<file path="src/setcap_pkg.sv">
// Shared types and constants of the scope edge trigger capture block.
// No dependencies; every other file of the block but setcap_ram imports this package.
package setcap_pkg;

  localparam int unsigned DepthDefault = 1024;
  localparam int unsigned SampleW      = 16;
  localparam int unsigned OffW         = 10;
  localparam int unsigned PrescaleW    = 24;
  localparam int unsigned CfgDataW     = 24;
  localparam int unsigned CfgIdxW      = 2;
  localparam int unsigned AutoBuffers  = 8;
  localparam int unsigned RedSteps     = 8;

  typedef enum logic [1:0] {
    CmdTick  = 2'd0,
    CmdRead  = 2'd1,
    CmdRearm = 2'd2
  } cmd_e;

  typedef enum logic [1:0] {
    EdgeRising  = 2'd0,
    EdgeFalling = 2'd1,
    EdgeBoth    = 2'd2
  } edge_e;

  typedef enum logic [CfgIdxW-1:0] {
    CfgPrescale  = 2'd0,
    CfgThreshold = 2'd1,
    CfgEdgeMode  = 2'd2
  } cfg_idx_e;

  typedef enum logic [1:0] {
    CapRunning   = 2'd0,
    CapTriggered = 2'd1,
    CapAvailable = 2'd2
  } cap_state_e;

  typedef enum logic [2:0] {
    ModeRun   = 3'b001,
    ModeTrig  = 3'b010,
    ModeAvail = 3'b100
  } mode_e;

  typedef struct packed {
    logic [1:0]                cmd;
    logic signed [SampleW-1:0] sample;
    logic [OffW-1:0]           read_offset;
  } in_item_t;

  typedef struct packed {
    logic [1:0]                capture_state;
    logic signed [SampleW-1:0] read_data;
    logic                      trigger_event;
    logic                      auto_event;
    logic                      sample_stored;
  } out_item_t;

  typedef struct packed {
    logic                 en;
    logic [CfgIdxW-1:0]   idx;
    logic [CfgDataW-1:0]  data;
  } cfg_wr_t;

  typedef struct packed {
    cap_state_e capture_state;
    logic       trigger_event;
    logic       auto_event;
    logic       sample_stored;
    logic       read_hit;
  } res_meta_t;

endpackage

</file>
<file path="src/setcap_ctrl.sv">
// Capture control: config registers, prescaler, trigger detection and the
// write index/mode state update per transfer. Depends on setcap_pkg.
module setcap_ctrl #(
  parameter int unsigned DEPTH = setcap_pkg::DepthDefault
) (
  input  logic                       clk_i,
  input  logic                       rst_ni,
  input  setcap_pkg::cfg_wr_t        cfg_i,
  input  logic                       acc_i,
  input  setcap_pkg::in_item_t       item_i,
  output logic                       mem_we_o,
  output logic [$clog2(DEPTH)-1:0]   mem_waddr_o,
  output logic [setcap_pkg::SampleW-1:0] mem_wdata_o,
  output logic                       mem_re_o,
  output logic [$clog2(DEPTH)-1:0]   mem_raddr_o,
  output setcap_pkg::res_meta_t      meta_o
);
  import setcap_pkg::*;

  localparam int unsigned IdxW    = $clog2(DEPTH);
  localparam int unsigned PreW    = $clog2(AutoBuffers * DEPTH + 1);
  localparam int unsigned PostW   = $clog2(DEPTH / 2);
  localparam int unsigned SumW    = ((IdxW > OffW) ? IdxW : OffW) + 1;
  localparam int unsigned Half    = DEPTH / 2;
  localparam int unsigned PostMax = DEPTH / 2 - 1;
  localparam int unsigned AutoMax = AutoBuffers * DEPTH;

  logic [PrescaleW-1:0]      prescale_q;
  logic signed [SampleW-1:0] thr_q;
  logic [1:0]                edge_q;

  logic [PrescaleW-1:0]      tick_q, tick_d;
  logic [IdxW-1:0]           wi_q, wi_d;
  logic                      wrapped_q, wrapped_d;
  logic [PreW-1:0]           pre_q, pre_d;
  logic [PostW-1:0]          post_q, post_d;
  mode_e                     mode_q, mode_d;
  logic signed [SampleW-1:0] last_q, last_d;

  logic [PrescaleW:0]        tick_inc;
  logic                      fire;
  logic [PreW-1:0]           pre_inc;
  logic                      up, down, crossed;
  logic [IdxW-1:0]           wi_next;
  logic [OffW-1:0]           off_r;
  logic [SumW-1:0]           rsum;
  logic                      trig, autot, stored, rd_item;

  // config writes
  always_ff @(posedge clk_i or negedge rst_ni) begin
    if (!rst_ni) begin
      prescale_q <= '0;
      thr_q      <= '0;
      edge_q     <= '0;
    end else if (cfg_i.en) begin
      unique case (cfg_i.idx)
        CfgPrescale:  prescale_q <= cfg_i.data[PrescaleW-1:0];
        CfgThreshold: thr_q      <= cfg_i.data[SampleW-1:0];
        CfgEdgeMode:  edge_q     <= cfg_i.data[1:0];
        default: ;
      endcase
    end
  end

  assign tick_inc = {1'b0, tick_q} + {{PrescaleW{1'b0}}, 1'b1};
  assign fire     = tick_inc > {1'b0, prescale_q};
  assign pre_inc  = pre_q + PreW'(1);
  assign wi_next  = (wi_q == IdxW'(DEPTH - 1)) ? '0 : wi_q + IdxW'(1);

  assign up   = (item_i.sample > thr_q) && (last_q < thr_q);
  assign down = (item_i.sample < thr_q) && (last_q > thr_q);

  always_comb begin
    unique case (edge_q)
      EdgeRising:  crossed = up;
      EdgeFalling: crossed = down;
      EdgeBoth:    crossed = up || down;
      default:     crossed = 1'b0;
    endcase
  end

  // reduce the offset modulo DEPTH, then wrap the sum once
  always_comb begin
    off_r = item_i.read_offset;
    for (int k = RedSteps - 1; k >= 0; k--) begin
      if (32'(off_r) >= (32'(DEPTH) << k)) begin
        off_r = off_r - OffW'(32'(DEPTH) << k);
      end
    end
    rsum = SumW'(wi_q) + SumW'(off_r);
    if (rsum >= SumW'(DEPTH)) begin
      rsum = rsum - SumW'(DEPTH);
    end
  end

  always_comb begin
    tick_d    = tick_q;
    wi_d      = wi_q;
    wrapped_d = wrapped_q;
    pre_d     = pre_q;
    post_d    = post_q;
    mode_d    = mode_q;
    last_d    = last_q;
    trig      = 1'b0;
    autot     = 1'b0;
    stored    = 1'b0;
    rd_item   = 1'b0;
    unique case (item_i.cmd)
      CmdTick: begin
        if (fire) begin
          tick_d = '0;
          if (mode_q == ModeRun) begin
            stored = 1'b1;
            pre_d  = pre_inc;
            trig   = (pre_inc > PreW'(Half)) && crossed;
            autot  = !trig && (pre_inc >= PreW'(AutoMax));
            if (trig || autot) begin
              pre_d  = '0;
              post_d = '0;
              mode_d = ModeTrig;
            end
          end else if (mode_q == ModeTrig && post_q < PostW'(PostMax)) begin
            stored = 1'b1;
            post_d = post_q + PostW'(1);
          end else begin
            mode_d = ModeAvail;
          end
          if (stored) begin
            wi_d   = wi_next;
            last_d = item_i.sample;
            if (wi_q == IdxW'(DEPTH - 1)) begin
              wrapped_d = 1'b1;
            end
          end
        end else begin
          tick_d = tick_inc[PrescaleW-1:0];
        end
      end
      CmdRead: rd_item = 1'b1;
      CmdRearm: begin
        if (mode_q == ModeAvail) begin
          mode_d = ModeRun;
        end
      end
      default: ;
    endcase
  end

  always_ff @(posedge clk_i or negedge rst_ni) begin
    if (!rst_ni) begin
      tick_q    <= '0;
      wi_q      <= '0;
      wrapped_q <= 1'b0;
      pre_q     <= '0;
      post_q    <= '0;
      mode_q    <= ModeRun;
      last_q    <= '0;
    end else if (acc_i) begin
      tick_q    <= tick_d;
      wi_q      <= wi_d;
      wrapped_q <= wrapped_d;
      pre_q     <= pre_d;
      post_q    <= post_d;
      mode_q    <= mode_d;
      last_q    <= last_d;
    end
  end

  assign mem_we_o    = acc_i && stored;
  assign mem_waddr_o = wi_q;
  assign mem_wdata_o = item_i.sample;
  assign mem_re_o    = acc_i && rd_item;
  assign mem_raddr_o = rsum[IdxW-1:0];

  always_comb begin
    unique case (mode_d)
      ModeRun:   meta_o.capture_state = CapRunning;
      ModeTrig:  meta_o.capture_state = CapTriggered;
      ModeAvail: meta_o.capture_state = CapAvailable;
      default:   meta_o.capture_state = CapRunning;
    endcase
    meta_o.trigger_event = trig;
    meta_o.auto_event    = autot;
    meta_o.sample_stored = stored;
    // entries never written since reset read as zero
    meta_o.read_hit      = rd_item && (wrapped_q || (rsum[IdxW-1:0] < wi_q));
  end

endmodule

</file>
<file path="config.mk">
export PLATFORM = sky130hd
export DESIGN_NAME = setcap_ctrl
export DESIGN_NICKNAME = d
export VERILOG_FILES = /design/src/setcap_pkg.sv /design/src/setcap_ctrl.sv
export SDC_FILE = /design/constraint.sdc
export NUM_CORES = 1
export LEC_CHECK = 0
export BUFFER_PORTS_ARGS = -buffer_cell sky130_fd_sc_hd__buf_2
export CORE_ASPECT_RATIO = 1.5
export CORE_MARGIN = 5
export CORE_UTILIZATION = 35
export DETAILED_ROUTE_END_ITERATION = 16
export PLACE_DENSITY = 0.58
export SYNTH_ARGS = -nofsm -noshare
export SYNTH_HDL_FRONTEND = slang
export SYNTH_SLANG_ARGS = --single-unit
</file>
<file path="constraint.sdc">
create_clock -name clk_i -period 3.71 [get_ports clk_i]
set_input_delay 0.371 -clock clk_i [delete_from_list [all_inputs] [get_ports clk_i]]
set_output_delay 0.371 -clock clk_i [all_outputs]
set_load 0.005 [all_outputs]
</file>
==> parameters.txt, run 1 <==
Parameter                              Value

STA
  Transition time at the pin with the least slew margin    0.844 ns
  Worst setup slack after layout    -0.401 ns
  Timing-limited maximum frequency    243 MHz
  Setup clock skew after layout    0.0130 ns
  Final setup fails    34
  Final Hold Slack    0.0326 ns
  Rel. slew slack    43.6%
  Hold violation count in the final report    0
  Minimum clock period    4.11 ns
  Share of the cycle needed by the critical path after routing    111%
  RSZ-0062 raised after global routing    true
  Number of max-slew violations in the final report    0

Die
  Initial core utilization    35.6%
  Number of placed I/O pins    102
  Total Die Area    25300 µm²
  Num rows    66
  DIE WIDTH    131 µm
  Die Y-Extent    192 µm
  Placeable core region    21700 µm²

Finish
  Post-layout util    47.2%
  Fill cell total of the finished layout    2030
  Number of diodes    0
  Footprint of the flip-flops and latches    2980 µm²
  Fraction of final layout cells sized beyond drive strength 1    34.2%
  Final Non-Filler Cells    1280
  Fin area    10300 µm²
  Multi-input gate area in the final layout    4790 µm²
  Number of nets in the final layout    1131
  Area overhead of the layout relative to synthesis    32.5%

Routing
  Number of antenna-violating nets in the routed design    0
  Drt pass-1 iters    4
  Count of unresolved DRC violations after routing    0
  Average wire length per cell after detail routing    16.2 µm
  Starting DRT DRC Count    319
  Via density per instance    5.18
  Total wire length    20.8 mm
  Routed via count    6625

Pwr
  Maximum resistive drop on vdd    0.345 mV
  Internal power summed over all cells    2890 µW
  Share of total power in sequential cells    37.1%
  Leak    0.00487 µW
  Areal power density over the cells    392 nW/µm²
  Switching power as a share of total power    28.2%
  Clock power frac    43.0%
  Switching power    1130 µW
  Combinational fraction of design power    20.0%

Global route
  Number of global-route vias before repair    6646
  Largest net degree at the start of global routing    58
  Wire length of the first global-routing pass    33.6 mm
  Overall Global Routing Usage    16.4%
  Number of antenna violations at the first check in global routing    0
  Overflow left after global routing    0

Clock network
  Clock-pin slew of the registers on the worst-case setup and hold paths    0.06 ns
  Clock tree from TritonCTS    done
  Clock insertion delay at the later pin of the skew report    0.42 ns
  Maximum clock path buffer count    2
  TritonCTS Sinks    119
  CTS Buf Count    17
  Hold buffers post-CTS    0
  Buffer type at the clock tree root    sky130_fd_sc_hd__clkbuf_16
  Total number of H-tree levels    4

Placed design
  Estimated wirelength of the detail-placed design    15.0 mm
  Total cell area at the placement stage    8740 µm²
  Cell total after placement    1214
  Weighted congestion reported at the end of routability-driven placement    0.796
  Port Buffer Count    101

Setup path
  Standard cell with the maximum stage delay on the critical path    sky130_fd_sc_hd__dfrtp_1
  Crit Path Max Fanout    5
  Critical Path AT    3.74 ns
  Critical path data required time    3.34 ns
  Worst setup SP type    flip-flop
  Reg2Reg Capture Point    post_q[1]
  RR Startpoint    tick_q[2]
  Kind of capture point of the worst setup path    primary output
  List of cells traversed by the critical path    and3_4 -> nand4_4 -> nor2_4 -> nand4_1 -> xnor2_1 -> ha_1 -> nand4_1 -> a211o_1 -> o211ai_1 -> o211ai_1 -> nand2_2 -> nand3b_1 -> nor3_1 -> o211a_1 -> buf_2
  Setup Crit Path Kind    reg -> out
  FF-to-FF setup slack    -0.09 ns
  Number of cells on the worst reg-to-reg path    16
  Stage delay of the slowest cell on the critical path    0.41 ns

Job
  Max Cap Violations    0

Yosys
  Synth Instances    839
  Synthesized cell area    7740 µm²
  Post-synthesis net count    975
  Yosys reg bits    119
  Count of unique library cells instantiated by Yosys    64
  Synthesized area divided by synthesized cell count    9.23 µm²
  Number of synthesized flops with an enable pin    0
  Sequential share of the synthesized area    38.5%
  Share of synthesized registers carrying an async set or reset    100%
  Synth warn    0
  Leading register cell type out of synthesis    sky130_fd_sc_hd__dfrtp_1

Worst hold path
  Worst min-delay path class    in -> async

Outcome
  Failing checks    setup timing
  Run status    finished with violations
critical path: cells and delay by family (launching register included):
kind | cells | cell delay (ns)
AO/OA/AOI/OAI | 4 | 0.80
XOR/XNOR | 1 | 0.19
adder cells (fa/ha/maj) | 1 | 0.32
buffers and inverters | 1 | 0.13
flip-flops | 1 | 0.41
AND/OR/NAND/NOR | 8 | 1.47
metal layers:
layer / global-route usage, % / vias to the layer above / part of all wire, %
met5: 0 / - / 0
met4: 6.14 / 0 / 3.1
met3: 3.75 / 37 / 4.0
met2: 30.0 / 123 / 52
met1: 18.6 / 3170 / 41
li1: - / 3295 / -
placed cells by master (no fill, tap or decap), drive strengths merged, types with 9 or more instances in the layout:
cell type | synthesis | layout
o21ai | 74 | 74
xor2 | 14 | 14
inv | 68 | 68
xnor2 | 25 | 25
nand2 | 103 | 103
nor2 | 31 | 31
a21oi | 42 | 42
nand3 | 44 | 44
and3 | 9 | 9
buf | 22 | 181
o31ai | 13 | 13
mux2 | 37 | 37
nand4 | 16 | 16
nor3 | 12 | 12
clkbuf | 23 | 24
dfrtp | 118 | 118
ha | 77 | 77
power groups by stage:
| stage | Sequential, µW | Combinational (µW) | Clock (µW) |
|---|---|---|---|
| after detailed placement | 1510 | 770 | 0 |
| after floorplan | 1490 | 494 | 0 |
| after CTS | 1490 | 785 | 1760 |
| after global routing | 1510 | 917 | 1820 |
| final | 1490 | 804 | 1730 |
| after global placement | 1510 | 759 | 0 |
cell families after synthesis:
logic type	count (synthesis)	share of synthesized area, %
xor+xnor	39	4.41
compound gates	197	16.1
fa+ha+maj	78	12.7
mux	38	5.56
buf+inv	113	6.53
flops	119	38.5
simple gates	255	16.2
per-stage QoR:
step | TNS (ns) | worst slack, ns | total power (µW)
floorplan | 0 | 0.00714 | 1990
global placement | -0.0104 | -0.0104 | 2260
detailed placement | -0.252 | -0.0615 | 2280
CTS | -1.02 | -0.309 | 4040
global route | -13.82 | -0.642 | 4240
finish | -3.00 | -0.401 | 4030
final cells by class:
class / instances / area share [%]
clock buffer: 23 / 4.76
tap: 272 / 3.32
clock inverter: 9 / 1.19
sequential: 119 / 29.0
inverter: 68 / 2.49
timing repair buffer: 182 / 12.5
multi-input combinational: 607 / 46.7
synthesized netlist by cell type (6+ instances only):
cell type / number / share of area, %
sky130_fd_sc_hd__mux2_2: 36 / 5.2
sky130_fd_sc_hd__nor2_1: 31 / 1.5
sky130_fd_sc_hd__a22o_1: 6 / 0.68
sky130_fd_sc_hd__o21ai_0: 65 / 4.2
sky130_fd_sc_hd__and4_1: 6 / 0.68
sky130_fd_sc_hd__xnor2_1: 25 / 2.8
sky130_fd_sc_hd__nand4_1: 14 / 1.1
sky130_fd_sc_hd__clkbuf_1: 23 / 1.1
sky130_fd_sc_hd__nor3_1: 11 / 0.71
sky130_fd_sc_hd__a21o_1: 7 / 0.68
sky130_fd_sc_hd__a21oi_1: 42 / 2.7
sky130_fd_sc_hd__dfrtp_1: 118 / 38
sky130_fd_sc_hd__ha_1: 77 / 12
sky130_fd_sc_hd__and3_1: 9 / 0.73
sky130_fd_sc_hd__nand3b_1: 6 / 0.58
sky130_fd_sc_hd__inv_1: 68 / 3.3
sky130_fd_sc_hd__nand2_1: 101 / 4.9
sky130_fd_sc_hd__xor2_1: 14 / 1.6
sky130_fd_sc_hd__o21ai_1: 9 / 0.58
sky130_fd_sc_hd__buf_4: 19 / 1.8
sky130_fd_sc_hd__a31o_1: 8 / 0.91
sky130_fd_sc_hd__nand3_1: 44 / 2.8
sky130_fd_sc_hd__o31ai_1: 13 / 1.3
how the worst max path moves through the flow:
stage                           from   endpoint  slack (ns)  cells after the start
final                      tick_q[2]  meta_o[4]       -0.40                     15
after global routing       tick_q[2]  meta_o[4]       -0.64                     15
after CTS                 tick_q[10]  meta_o[4]       -0.31                     16
after detailed placement   tick_q[2]  post_q[1]       -0.06                     16
after global placement     tick_q[2]  post_q[1]       -0.01                     16
after floorplan            tick_q[0]  meta_o[5]       0.007                     15
flip-flops by register name, indices dropped and copies added (netlist names):
name,cells
prescale_q,24
tick_q,24
last_q,16
thr_q,16
pre_q,14
mem_waddr_o,10
post_q,9
mode_q,3
edge_q,2
wrapped_q,1
what timing repair did:
item	4_1_cts	5_1_grt
endpoints found under the setup margin	18	54
cloned	1	1
resized for setup	27	121
setup buffers	12	24
pin swaps	21	51
Note: power is estimated with default switching activity, not from simulation.
==> run 2: changes to the inputs <==
- clock period: 3.71 -> 3.6 ns (I/O delays scaled with it)
==> run 2 against run 1 <==
Net effect:
- the flow still finishes with violations (setup timing)
- combinational power up 3.0%
- final cell count hardly changed
- routed wire length down 0.79%
- clock power up 3%
- sequential power is 3% higher
- die area stayed put
- clock skew decreased by 0.00053 ns
- sequential share of layout area is 1.2 points higher
- register-to-register slack barely moved
- largest cell class unchanged
==> parameters.txt, run 2 (synthesis gave the netlist of run 1 again) <==
Parameter                              Value

Setup path
  Kind of capture point of the worst setup path    primary output
  Critical path data required time    3.24 ns
  Reg2Reg Capture Point    post_q[1]
  Worst setup SP type    flip-flop
  Setup Crit Path Kind    reg -> out
  Crit Path Max Fanout    6
  Number of cells on the worst reg-to-reg path    18
  FF-to-FF setup slack    -0.09 ns
  RR Startpoint    tick_q[6]
  Critical Path AT    3.65 ns

Die
  Num rows    66
  Number of placed I/O pins    102
  Die Y-Extent    192 µm
  Placeable core region    21700 µm²
  Initial core utilization    35.6%
  DIE WIDTH    131 µm
  Total Die Area    25300 µm²

Global route
  Overall Global Routing Usage    16.4%
  Number of global-route vias before repair    6746
  Wire length of the first global-routing pass    33.5 mm
  Number of antenna violations at the first check in global routing    0
  Overflow left after global routing    0
  Largest net degree at the start of global routing    66

STA
  Worst setup slack after layout    -0.413 ns
  Share of the cycle needed by the critical path after routing    111%
  Timing-limited maximum frequency    249 MHz
  Number of max-slew violations in the final report    0
  Sum of negative setup slack    -2.02 ns
  Final Hold Slack    0.0541 ns
  Minimum clock period    4.01 ns
  Hold violation count in the final report    0
  Transition time at the pin with the least slew margin    0.906 ns
  RSZ-0062 raised after global routing    true
  Setup clock skew after layout    0.0125 ns
  Rel. slew slack    39.4%
  Final setup fails    14

Finish
  Fraction of final layout cells sized beyond drive strength 1    30.2%
  Most used cells in the layout excluding fill and tap cells    sky130_fd_sc_hd__dfrtp_1, sky130_fd_sc_hd__nand2_1, sky130_fd_sc_hd__buf_2
  Number of diodes    0
  Area overhead of the layout relative to synthesis    27.4%
  Number of nets in the final layout    1132
  Most common cell after layout, fill and taps aside    sky130_fd_sc_hd__dfrtp_1
  Leading registers by flop count    prescale_q x24, tick_q x24

Pwr
  Areal power density over the cells    420 nW/µm²
  Maximum resistive drop on vdd    0.331 mV
  Leak    0.00467 µW

Job
  Max Cap Violations    0

Worst hold path
  Worst min-delay path class    in -> async

Outcome
  Failing checks    setup timing
  Run status    finished with violations

Placed design
  Port Buffer Count    101
  Estimated wirelength of the detail-placed design    15.5 mm
  Weighted congestion reported at the end of routability-driven placement    0.848

Clock network
  Clock insertion delay at the later pin of the skew report    0.43 ns
  Maximum clock path buffer count    2
  Clock-pin slew of the registers on the worst-case setup and hold paths    0.06 ns
  CTS Buf Count    17
  Clock tree from TritonCTS    done
  Total number of H-tree levels    4
  TritonCTS Sinks    119
  Buffer type at the clock tree root    sky130_fd_sc_hd__clkbuf_16

Routing
  Drt pass-1 iters    5
  Starting DRT DRC Count    343
  Count of unresolved DRC violations after routing    0
  Via density per instance    5.17
  Total wire length    20.6 mm
  Average wire length per cell after detail routing    16.1 µm
  Number of antenna-violating nets in the routed design    0
  Routed via count    6622
-- run 2: changes by cell type in the layout (fill, tap and decap cells not counted), sizes merged --
cell / previous run / this run
buf: 181 / 182
clkbuf: 24 / 19
clkinv: 5 / 4
clkinvlp: 1 / 7
-- run 2: critical path: stages (launching register included) --
cell	delay (ns)
sky130_fd_sc_hd__dfrtp_1	0.35
sky130_fd_sc_hd__and2_0	0.25
sky130_fd_sc_hd__nand4_4	0.14
sky130_fd_sc_hd__nor2_4	0.17
sky130_fd_sc_hd__nand3_2	0.12
sky130_fd_sc_hd__nor2_4	0.14
sky130_fd_sc_hd__nand3_2	0.10
sky130_fd_sc_hd__xnor2_2	0.16
sky130_fd_sc_hd__ha_1	0.31
sky130_fd_sc_hd__a21o_1	0.18
sky130_fd_sc_hd__a21oi_1	0.13
sky130_fd_sc_hd__o211ai_1	0.12
sky130_fd_sc_hd__a32oi_2	0.22
sky130_fd_sc_hd__nand2_2	0.15
sky130_fd_sc_hd__nand3_1	0.13
sky130_fd_sc_hd__o311a_4	0.23
sky130_fd_sc_hd__o211a_1	0.19
sky130_fd_sc_hd__buf_2	0.13
-- run 2: repair_timing --
action | 4_1_cts | 5_1_grt
resized for setup | 24 | 34
pin swaps | 23 | 28
cloned | 0 | 1
setup buffers | 12 | 15
setup endpoints to repair | 31 | 47
endpoints found under the hold margin | 0 | 0
hold buffers | 0 | 0
-- run 2: final cells by class --
cell class              instances  area (µm²)
clock buffers                  18         439
multi-input cells             607        4470
flip-flops and latches        119        2980
repair buffers                183        1200
well taps                     272         340
clock inverters                14         178
inverters                      68         255
fillers                      2089       11900
-- run 2: per-stage QoR --
stage / util (%) / setup slack (ns) / cell area [µm²] / total power, µW / instances
final: 45.4 / -0.413 / 9860 / 4150 / 1281
after global routing: 45.4 / -0.617 / 9860 / 4390 / 1281
after CTS: 44.3 / -0.401 / 9620 / 4190 / 1268
after detailed placement: 40.7 / -0.102 / 8840 / 2360 / 1225
after global placement: 40.7 / -0.0307 / 8840 / 2350 / 1225
after floorplan: - / 0.00617 / 7780 / 2060 / 839
-- run 2: worst max-delay path by stage --
stage          cells after the start         to  startpoint  slack [ns]
3_3_place_gp                      16  meta_o[5]  tick_q[11]       -0.03
2_1_floorplan                     16  meta_o[5]   tick_q[0]       0.006
6_report                          17  meta_o[4]   tick_q[6]       -0.41
5_1_grt                           17  meta_o[4]  tick_q[11]       -0.62
4_1_cts                           16  meta_o[5]   tick_q[8]       -0.40
3_5_place_dp                      15  post_q[8]   tick_q[2]       -0.10
-- run 2: where the power goes --
part / switching [µW] / internal, µW
Clock: 674 / 1110
Combinational: 452 / 376
Sequential: 79.1 / 1460
-- run 2: layer usage --
metal | track usage, % | up-vias | share of wire [%]
met1 | 18.0 | 3195 | 40
li1 | - | 3285 | -
met5 | 0 | - | 0
met3 | 3.54 | 25 | 3.7
met2 | 31.0 | 117 | 54
met4 | 6.02 | 0 | 1.9
==> run 3: changes to the inputs <==
- CELL_PAD_IN_SITES_DETAIL_PLACEMENT: unset -> 0
- CELL_PAD_IN_SITES_GLOBAL_PLACEMENT: unset -> 2
- CORE_UTILIZATION: 35 -> 33
- PLACE_DENSITY: 0.58 -> 0.8
==> run 3 against run 2 <==
Net effect:
- the flow still finishes with violations (setup timing)
- worst setup slack worse by 0.031 ns
- critical path depth down 1
- core utilization down 0.86 points
- die area up 5.7%
- clock skew down 0.0030 ns
- largest cell class unchanged
==> parameters.txt, run 3 (synthesis gave the netlist of run 1 again) <==
Parameter                              Value

Outcome
  Run status    finished with violations
  Failing checks    setup timing

Setup path
  Worst setup SP type    flip-flop
  Kind of capture point of the worst setup path    primary output
  FF-to-FF setup slack    -0.26 ns
  Critical Path AT    3.68 ns
  Crit Path Max Fanout    6
  RR Startpoint    tick_q[8]
  Setup Crit Path Kind    reg -> out
  Number of cells on the worst reg-to-reg path    18
  Reg2Reg Capture Point    post_q[1]
  Critical path data required time    3.24 ns

Clock network
  CTS Buf Count    17
  TritonCTS Sinks    119
  Total number of H-tree levels    4
  Clock tree from TritonCTS    done
  Hold buffers post-CTS    0
  Maximum clock path buffer count    2
  Buffer type at the clock tree root    sky130_fd_sc_hd__clkbuf_16
  Clock insertion delay at the later pin of the skew report    0.43 ns
  Clock-pin slew of the registers on the worst-case setup and hold paths    0.06 ns

STA
  Minimum clock period    4.04 ns
  Transition time at the pin with the least slew margin    0.929 ns
  Share of the cycle needed by the critical path after routing    112%
  Final setup fails    17
  RSZ-0062 raised after global routing    true
  Sum of negative setup slack    -3.83 ns
  Hold violation count in the final report    0
  Final Hold Slack    0.0701 ns
  Worst setup slack after layout    -0.443 ns
  Timing-limited maximum frequency    247 MHz
  Setup clock skew after layout    0.00949 ns
  Rel. slew slack    38.1%
  Number of max-slew violations in the final report    0

Routing
  Routed via count    6737
  Number of antenna-violating nets in the routed design    0
  Via density per instance    5.02
  Drt pass-1 iters    5
  Starting DRT DRC Count    242
  Count of unresolved DRC violations after routing    0
  Total wire length    21.6 mm
  Average wire length per cell after detail routing    16.1 µm

Die
  Num rows    68
  Number of placed I/O pins    102
  Die Y-Extent    198 µm
  Total Die Area    26700 µm²
  Initial core utilization    33.6%
  Placeable core region    23100 µm²
  DIE WIDTH    135 µm

Global route
  Overall Global Routing Usage    16.4%
  Largest net degree at the start of global routing    69
  Overflow left after global routing    0
  Number of antenna violations at the first check in global routing    0
  Number of global-route vias before repair    6958
  Wire length of the first global-routing pass    34.8 mm

Job
  Max Cap Violations    0

Placed design
  Weighted congestion reported at the end of routability-driven placement    0.815
  Port Buffer Count    101
  Total cell area at the placement stage    8950 µm²
  Estimated wirelength of the detail-placed design    15.8 mm

Finish
  Fill cell total of the finished layout    2279
  Fraction of final layout cells sized beyond drive strength 1    33.8%
  Number of nets in the final layout    1150
  Footprint of the flip-flops and latches    2980 µm²
  Number of diodes    0
  Area overhead of the layout relative to synthesis    32.7%
  Most common cell after layout, fill and taps aside    sky130_fd_sc_hd__dfrtp_1
  Fin area    10300 µm²
  Leading registers by flop count    prescale_q x24, tick_q x24
  Most used cells in the layout excluding fill and tap cells    sky130_fd_sc_hd__dfrtp_1, sky130_fd_sc_hd__buf_2, sky130_fd_sc_hd__nand2_1
  Multi-input gate area in the final layout    4650 µm²

Pwr
  Switching power    1220 µW
  Internal power summed over all cells    2890 µW
  Clock power frac    41.9%
  Combinational fraction of design power    20.9%
  Leak    0.00484 µW
  Areal power density over the cells    400 nW/µm²
  Share of total power in sequential cells    37.3%
  Maximum resistive drop on vdd    0.267 mV
  Switching power as a share of total power    29.7%

Worst hold path
  Worst min-delay path class    in -> async
run 3: cell types whose count changed in the layout (fill, tap and decap cells not counted), moves of 4 or more:
| cell | previous run | this run |
|---|---|---|
| sky130_fd_sc_hd__buf_6 | 6 | 13 |
| sky130_fd_sc_hd__buf_12 | 1 | 5 |
| sky130_fd_sc_hd__nand2_2 | 4 | 9 |
| sky130_fd_sc_hd__nand2_1 | 99 | 91 |
| sky130_fd_sc_hd__o21ai_2 | 1 | 9 |
| sky130_fd_sc_hd__o21ai_1 | 15 | 24 |
| sky130_fd_sc_hd__o31ai_2 | 1 | 5 |
| sky130_fd_sc_hd__o21ai_0 | 58 | 41 |
| sky130_fd_sc_hd__mux2_4 | 1 | 9 |
| sky130_fd_sc_hd__buf_4 | 75 | 82 |
| sky130_fd_sc_hd__o31ai_1 | 12 | 8 |
| sky130_fd_sc_hd__mux2_2 | 36 | 28 |
run 3: metrics by stage:
step           setup WS [ns]  total power, µW  cells  util [%]
4_1_cts               -0.450             4130   1331      42.8
3_5_place_dp          -0.141             2370   1271      38.8
2_1_floorplan        0.00617             2060    839         -
5_1_grt               -0.720             4340   1342      44.6
6_report              -0.443             4110   1342      44.6
3_3_place_gp         -0.0754             2350   1271      38.8
run 3: worst max path at each step:
stage | from | end | slack, ns | cells past startpoint
2_1_floorplan | tick_q[0] | meta_o[5] | 0.006 | 16
3_3_place_gp | tick_q[8] | meta_o[5] | -0.08 | 16
3_5_place_dp | tick_q[8] | meta_o[5] | -0.14 | 15
4_1_cts | tick_q[11] | meta_o[5] | -0.45 | 15
5_1_grt | tick_q[8] | meta_o[4] | -0.72 | 16
6_report | tick_q[0] | meta_o[5] | -0.44 | 16
run 3: power by group through the flow:
stage	sequential (µW)	combinational (µW)	clock, µW
2_1_floorplan	1540	516	0
3_3_place_gp	1560	798	0
3_5_place_dp	1560	808	0
4_1_cts	1540	833	1770
5_1_grt	1550	984	1810
6_report	1530	857	1720
run 3: area by class of cell:
| class | instances | area share, % |
|---|---|---|
| multi-input combinational | 607 | 45.3 |
| sequential | 119 | 29.0 |
| timing repair buffer | 201 | 13.6 |
| clock buffer | 19 | 4.31 |
| tap | 315 | 3.84 |
| inverter | 68 | 2.48 |
| clock inverter | 13 | 1.44 |
run 3: what timing repair did:
| action | CTS | global route |
|---|---|---|
| setup endpoints to repair | 31 | 74 |
| cloned | 0 | 1 |
| setup buffers | 29 | 19 |
| resized for setup | 30 | 101 |
| pin swaps | 31 | 29 |
run 3: worst max-delay path: stages (launching register included):
cell and delay (ns):
sky130_fd_sc_hd__dfrtp_1 0.36, sky130_fd_sc_hd__buf_4 0.13, sky130_fd_sc_hd__ha_4 0.14, sky130_fd_sc_hd__nand4_4 0.11, sky130_fd_sc_hd__buf_4 0.19, sky130_fd_sc_hd__nor2_1 0.13
sky130_fd_sc_hd__xor2_1 0.23, sky130_fd_sc_hd__ha_1 0.29, sky130_fd_sc_hd__and4_1 0.19, sky130_fd_sc_hd__nor3b_2 0.16, sky130_fd_sc_hd__buf_4 0.14, sky130_fd_sc_hd__o31a_1 0.10
sky130_fd_sc_hd__o211ai_1 0.26, sky130_fd_sc_hd__nand2_2 0.17, sky130_fd_sc_hd__o311a_4 0.36, sky130_fd_sc_hd__a211oi_2 0.16, sky130_fd_sc_hd__buf_2 0.15
run 3: layer usage:
layer  routed length, µm  vias up  track usage, %
met3                 735       39            3.36
met5                   0        -               0
met2               11400      131            30.3
met1                8810     3243            18.3
met4                 620        0            6.50
li1                    -     3324               -
